==> src/hw/rtl/locs_pkg.sv <==
package locs_pkg;

  localparam int TREE_DEPTH = 4;

  // Scaled datapath width: coordinates carry TREE_DEPTH extra fraction bits
  localparam int SW = 27 + TREE_DEPTH;
  localparam int LVL_W = $clog2(TREE_DEPTH) + 2;
  localparam int PATH_W = (3 * TREE_DEPTH > 9) ? 3 * TREE_DEPTH : 9;
  localparam int LATENCY = TREE_DEPTH + 1;

  localparam int REG_IDX_W = 3;
  localparam int CFG_DATA_W = 24;

  typedef logic [REG_IDX_W-1:0] reg_idx_t;

  localparam reg_idx_t REG_ROOT_CENTER_X = 3'd0;
  localparam reg_idx_t REG_ROOT_CENTER_Y = 3'd1;
  localparam reg_idx_t REG_ROOT_CENTER_Z = 3'd2;
  localparam reg_idx_t REG_ROOT_HALF_SIZE = 3'd3;
  localparam reg_idx_t REG_QUAD_MODE = 3'd4;

  typedef logic signed [SW-1:0] fix_t;

  typedef struct packed {
    logic              active;
    logic              found;
    logic [LVL_W-1:0]  level;
    logic [PATH_W-1:0] path;
    fix_t              sx;
    fix_t              sy;
    fix_t              sz;
    fix_t              r;
    fix_t              cx;
    fix_t              cy;
    fix_t              cz;
  } node_t;

  function automatic logic axis_in(fix_t s, fix_t r, fix_t c, fix_t lim);
    return ((s + r) < (c + lim)) && ((s - r) > (c - lim));
  endfunction

  function automatic fix_t scale_coord(logic signed [23:0] v);
    fix_t t;
    t = SW'(v);
    return t <<< TREE_DEPTH;
  endfunction

  function automatic fix_t scale_radius(logic [22:0] v);
    fix_t t;
    t = SW'(v);
    return t <<< TREE_DEPTH;
  endfunction

endpackage

==> src/hw/rtl/locs_step.sv <==
module locs_step (
  input  locs_pkg::node_t prev,
  input  locs_pkg::fix_t  off,
  input  locs_pkg::fix_t  lim,
  input  logic            quad,
  output locs_pkg::node_t next
);
  import locs_pkg::*;

  logic x_lo, x_hi, y_lo, y_hi, z_lo, z_hi;
  logic xp, yp, zp;
  logic x_ok, y_ok, z_ok;
  logic take;
  logic [2:0] code;

  always_comb begin
    x_lo = axis_in(prev.sx, prev.r, prev.cx - off, lim);
    x_hi = axis_in(prev.sx, prev.r, prev.cx + off, lim);
    y_lo = axis_in(prev.sy, prev.r, prev.cy - off, lim);
    y_hi = axis_in(prev.sy, prev.r, prev.cy + off, lim);
    z_lo = axis_in(prev.sz, prev.r, prev.cz - off, lim);
    z_hi = axis_in(prev.sz, prev.r, prev.cz + off, lim);

    // first enclosing child in code order: low side wins per axis
    xp = !x_lo;
    yp = quad ? 1'b0 : !y_lo;
    zp = !z_lo;
    x_ok = x_lo || x_hi;
    y_ok = quad || y_lo || y_hi;
    z_ok = z_lo || z_hi;
    take = prev.active && x_ok && y_ok && z_ok;
    code = quad ? {1'b0, xp, zp} : {xp, yp, zp};

    next = prev;
    if (take) begin
      next.level = prev.level + LVL_W'(1);
      next.path = prev.path | (PATH_W'(code) << (3 * prev.level));
      next.cx = xp ? prev.cx + off : prev.cx - off;
      next.cz = zp ? prev.cz + off : prev.cz - off;
      if (!quad) begin
        next.cy = yp ? prev.cy + off : prev.cy - off;
      end
    end else begin
      next.active = 1'b0;
    end
  end

endmodule

==> config.mk <==
export PLATFORM = sky130hd
export DESIGN_NAME = locs_step
export DESIGN_NICKNAME = d
export VERILOG_FILES = /design/src/hw/rtl/locs_pkg.sv /design/src/hw/rtl/locs_step.sv
export SDC_FILE = /design/constraint.sdc
export NUM_CORES = 2
export LEC_CHECK = 0
export ABC_AREA = 1
export BUFFER_PORTS_ARGS = -buffer_cell sky130_fd_sc_hd__buf_2
export CAP_MARGIN = 20
export CORE_ASPECT_RATIO = 1.1
export CORE_MARGIN = 3
export CORE_UTILIZATION = 47
export DETAILED_ROUTE_END_ITERATION = 8
export PLACE_DENSITY = 0.72
export SLEW_MARGIN = 10
export SYNTH_ARGS = -nofsm -noshare
export SYNTH_HDL_FRONTEND = slang
export SYNTH_SLANG_ARGS = --single-unit
==> constraint.sdc <==
create_clock -name vclk -period 9.7
set_input_delay 0 -clock vclk [all_inputs]
set_output_delay 0 -clock vclk [all_outputs]
set_load 0.1 [all_outputs]
======== Word level (Yosys, flattened, before mapping) ========
Index checks and enable logic that the tools add are counted.
operators by class
  shift operators ......................... 1
  bitwise gates (word level) .............. 1
  order comparisons ....................... 12
  $add $sub $neg .......................... 25
  multiplexer cells ....................... 9
  multipliers ............................. 1
  reductions and logical operators ........ 16
operators with widths
  kind                                             number
  adder 31 bit                                     12
  subtractor 31 bit                                12
  greater-than comparator 31 bit                   6
  less-than comparator 31 bit                      6
  two-way mux 31 bit                               4
  two-way mux 93 bit                               1
  two-way mux 16 bit                               1
  bitwise OR 12 bit                                1
  << shifter 3 x 6 -> 12 bit                       1
  logical AND 1 bit                                9
  multiplier 2 x 4 -> 6 bit, first input constant  1
  adder 4 x 1 -> 4 bit, second input constant      1
  logical OR 1 bit                                 4
  logical NOT 1 bit                                3
  two-way mux 3 bit                                1
  two-way mux 1 bit                                2
word-level totals
  bits in registers ....................... 0
  word-level logic and storage cells ...... 65
  input port bits ......................... 298

======== Depth between registers and ports, before layout ========
  depth in word-level cells ............... 10
  mapped depth ............................ 45

======== Worst setup path after synthesis ========
OpenSTA, ideal clock, no wires.
  path kind ............................... input to output
  start ................................... input port off[2]
  end ..................................... output port next[0] in the netlist's numbering
  data required time ...................... 9700 ps
  stages .................................. 37
  setup slack ............................. 2872 ps
  data arrival time ....................... 6828 ps
  buffers on the path ..................... 3
  cell sequence ........................... inv_1 -> ha_1 -> buf_2 -> a21oi_1 -> nand2_1 -> a21boi_0 -> o21ai_0 -> nand2_1 -> nand2_1 -> xor2_1 -> inv_1 -> ha_1 -> clkbuf_1 -> inv_1 -> a21oi_1 -> a21boi_0 -> o21ai_0 -> a21oi_1 -> o21bai_1 -> nand2_1 -> nand2_1 -> xor2_1 -> ha_1 -> nand2_1 -> inv_1 -> nand3_1 -> nor3_1 -> nor2b_1 -> nand2_1 -> nand2_1 -> nand2_1 -> nand2_1 -> o21ai_2 -> nor2_1 -> nor2_4 -> buf_2 -> o21ai_0
RTL lines
  what         RTL line        RTL
  from (decl)  locs_step.sv:3  input locs_pkg::fix_t off,
  to (decl)    locs_step.sv:6  output locs_pkg::node_t next

==> results.py <==
metrics = {
    "outcome": {
        "status": "finished clean",
    },
    "synthesis": {
        "synth_area_leaders": "ha_1 26%, nand2_1 15%, a21oi_1 10%, xor2_1 10%, inv_1 9.3%",
        "synth.top_cell.area_share": 0.257,
        "synthDistinctLibCells": 50,
        "syn_inst": 9224,
        "netlist_area_mm2": 0.0530,
        "yosysTopAreaCell": "ha_1",
        "ys_seq_area_frac": 0,
        "yosysWarnings": 0,
        "syn_nets": 10600,
        "avgSynthCellArea_um2": 5.75,
    },
    "die": {
        "die_h_um": 358,
        "io_pins": 533,
        "initial_core_util": 0.476,
        "num_rows": 128,
        "core_area_mm2": 0.111,
        "die_area_mm2": 0.117,
        "dieWidth_um": 326,
    },
    "worst_hold_path": {
        "hold_class": "input pin to primary output",
    },
    "place": {
        "gp_congestion": 1.22,
        "numPortBuffers": 531,
        "dpl.hpwl_um": 246000,
        "place_ws_ns": 1.31,
    },
    "routing": {
        "dr.pass1.iters": 9,
        "vias": 65800,
        "wl_per_cell_um": 26.1,
        "drc_errors": 0,
        "finalWirelength_um": 285000,
        "via_per_inst": 6.03,
        "ant_nets": 0,
        "drt_iter0_drc": 8982,
    },
    "sta": {
        "fmax_mhz": 114,
        "fin_tns_setup_ns": 0,
        "finalWorstPathRequiredPeriod_ns": 8.74,
        "rsz0062_at_grt": "no",
        "hold_viol_final": 0,
        "relSlewSlack": 0.192,
        "worst_pin_slew_ns": 1.21,
        "slew_violations": 0,
        "fin_ws_ns": 0.957,
        "finalSetupViolations": 0,
        "min_period_over_period": 0.901,
    },
    "grt": {
        "globalRouteMet1Util": 0.609,
        "grt_pass1_vias": 59300,
        "grt_pass1_wl_um": 397000,
        "met2_usage": 0.658,
        "grt_use_total": 0.459,
        "grt_overflow_total": 0,
        "grt_max_degree": 108,
        "busiest_layer": "met2",
        "antenna_found_initial": 4,
        "grtUsageMet3": 0.105,
    },
    "clocking": {
        "post_cts_buffers": 0,
        "hold_buffers": 0,
        "cts-resized-gates": 0,
    },
    "setup_path": {
        "critical_path_required_ns": 9.70,
        "max_stage_delay_ns": 0.81,
        "cp_top_family": "compound AO/OA/AOI/OAI gates",
        "worstPathArrival_ns": 8.74,
        "worst-path-buf-inv": 8,
        "cp-start-kind": "input pin",
        "cp_slowest_cell": "buf_4",
        "crit_type": "input pin to primary output",
        "path_common_cell": "nand2_1",
        "crit_fanout": 107,
        "end_kind": "primary output",
    },
    "final_layout": {
        "drive_gt1_frac": 0.0665,
        "syn_to_final_growth_pct": 5.80,
        "seq_area_um2": 0,
        "fillers": 12200,
        "multiInputGateArea_mm2": 0.0460,
        "seq_cell_count": 0,
        "final_cell_mix": "2183 x nand2_1, 1317 x inv_1, 1087 x ha_1, 1080 x a21oi_1, 864 x nor2_1",
        "nNetsFinal": 10800,
        "clockBufferCount": 0,
        "final_common_cell": "nand2_1",
    },
    "job": {
        "max_cap_violations": 0,
    },
}
-- synthesized netlist by cell type, drive strengths merged (2+ instances only) --
master   number
nand2      2183
inv        1321
ha         1087
a21oi      1080
nor2        866
xor2        606
o21ai       527
nand3       361
clkbuf      218
buf         184
nor3        137
nand4        83
o21bai       77
a21o         63
o21a         54
nor4         52
a21boi       49
o211ai       46
a31oi        44
xnor2        42
fa           24
and2         22
nand3b       21
a221oi       17
a211oi       10
a41oi        10
o2111ai       8
o31ai         6
or2           5
o221ai        4
and3          3
o31a          3
a31o          2
nor2b         2
nor3b         2
o221a         2
-- metal layers --
metal	vias up	routed length, um
li1	30400	-
met1	30400	115000
met2	4319	110000
met3	764	35700
met4	0	24600
met5	-	0
-- logic make-up after synthesis --
group / share of synthesized area
xor gates and xnor gates: 0.107
AOI/OAI and AO/OA: 0.208
and+or+nand+nor: 0.286
adders and majority gates: 0.266
buffers and inverters: 0.132
-- path summary, 6_finish.rpt --
check                  from   endpoint  slack (ns)  depth (start not counted)
setup / recovery     off[1]   next[92]        0.96                         38
hold / removal    prev[233]  next[233]      0.0002                          0
-- through the flow --
| stage | hold WS [ns] | cells | cell area [um^2] | util |
|---|---|---|---|---|
| after floorplan | 0.212 | 9224 | 53000 | - |
| after global placement | 0.000681 | 10900 | 56000 | 0.504 |
| after detailed placement | 0.000681 | 10900 | 56000 | 0.504 |
| after CTS | 0.000681 | 10900 | 56000 | 0.504 |
| after global routing | 0.000705 | 10900 | 56100 | 0.504 |
| final | 0.000217 | 10900 | 56100 | 0.504 |
-- final cells by class --
type                       count  share of cell area
tap                         1495              0.0334
timing repair buffer         607              0.0579
antenna                        4            0.000178
multi-input combinational   7501               0.820
inverter                    1321              0.0884
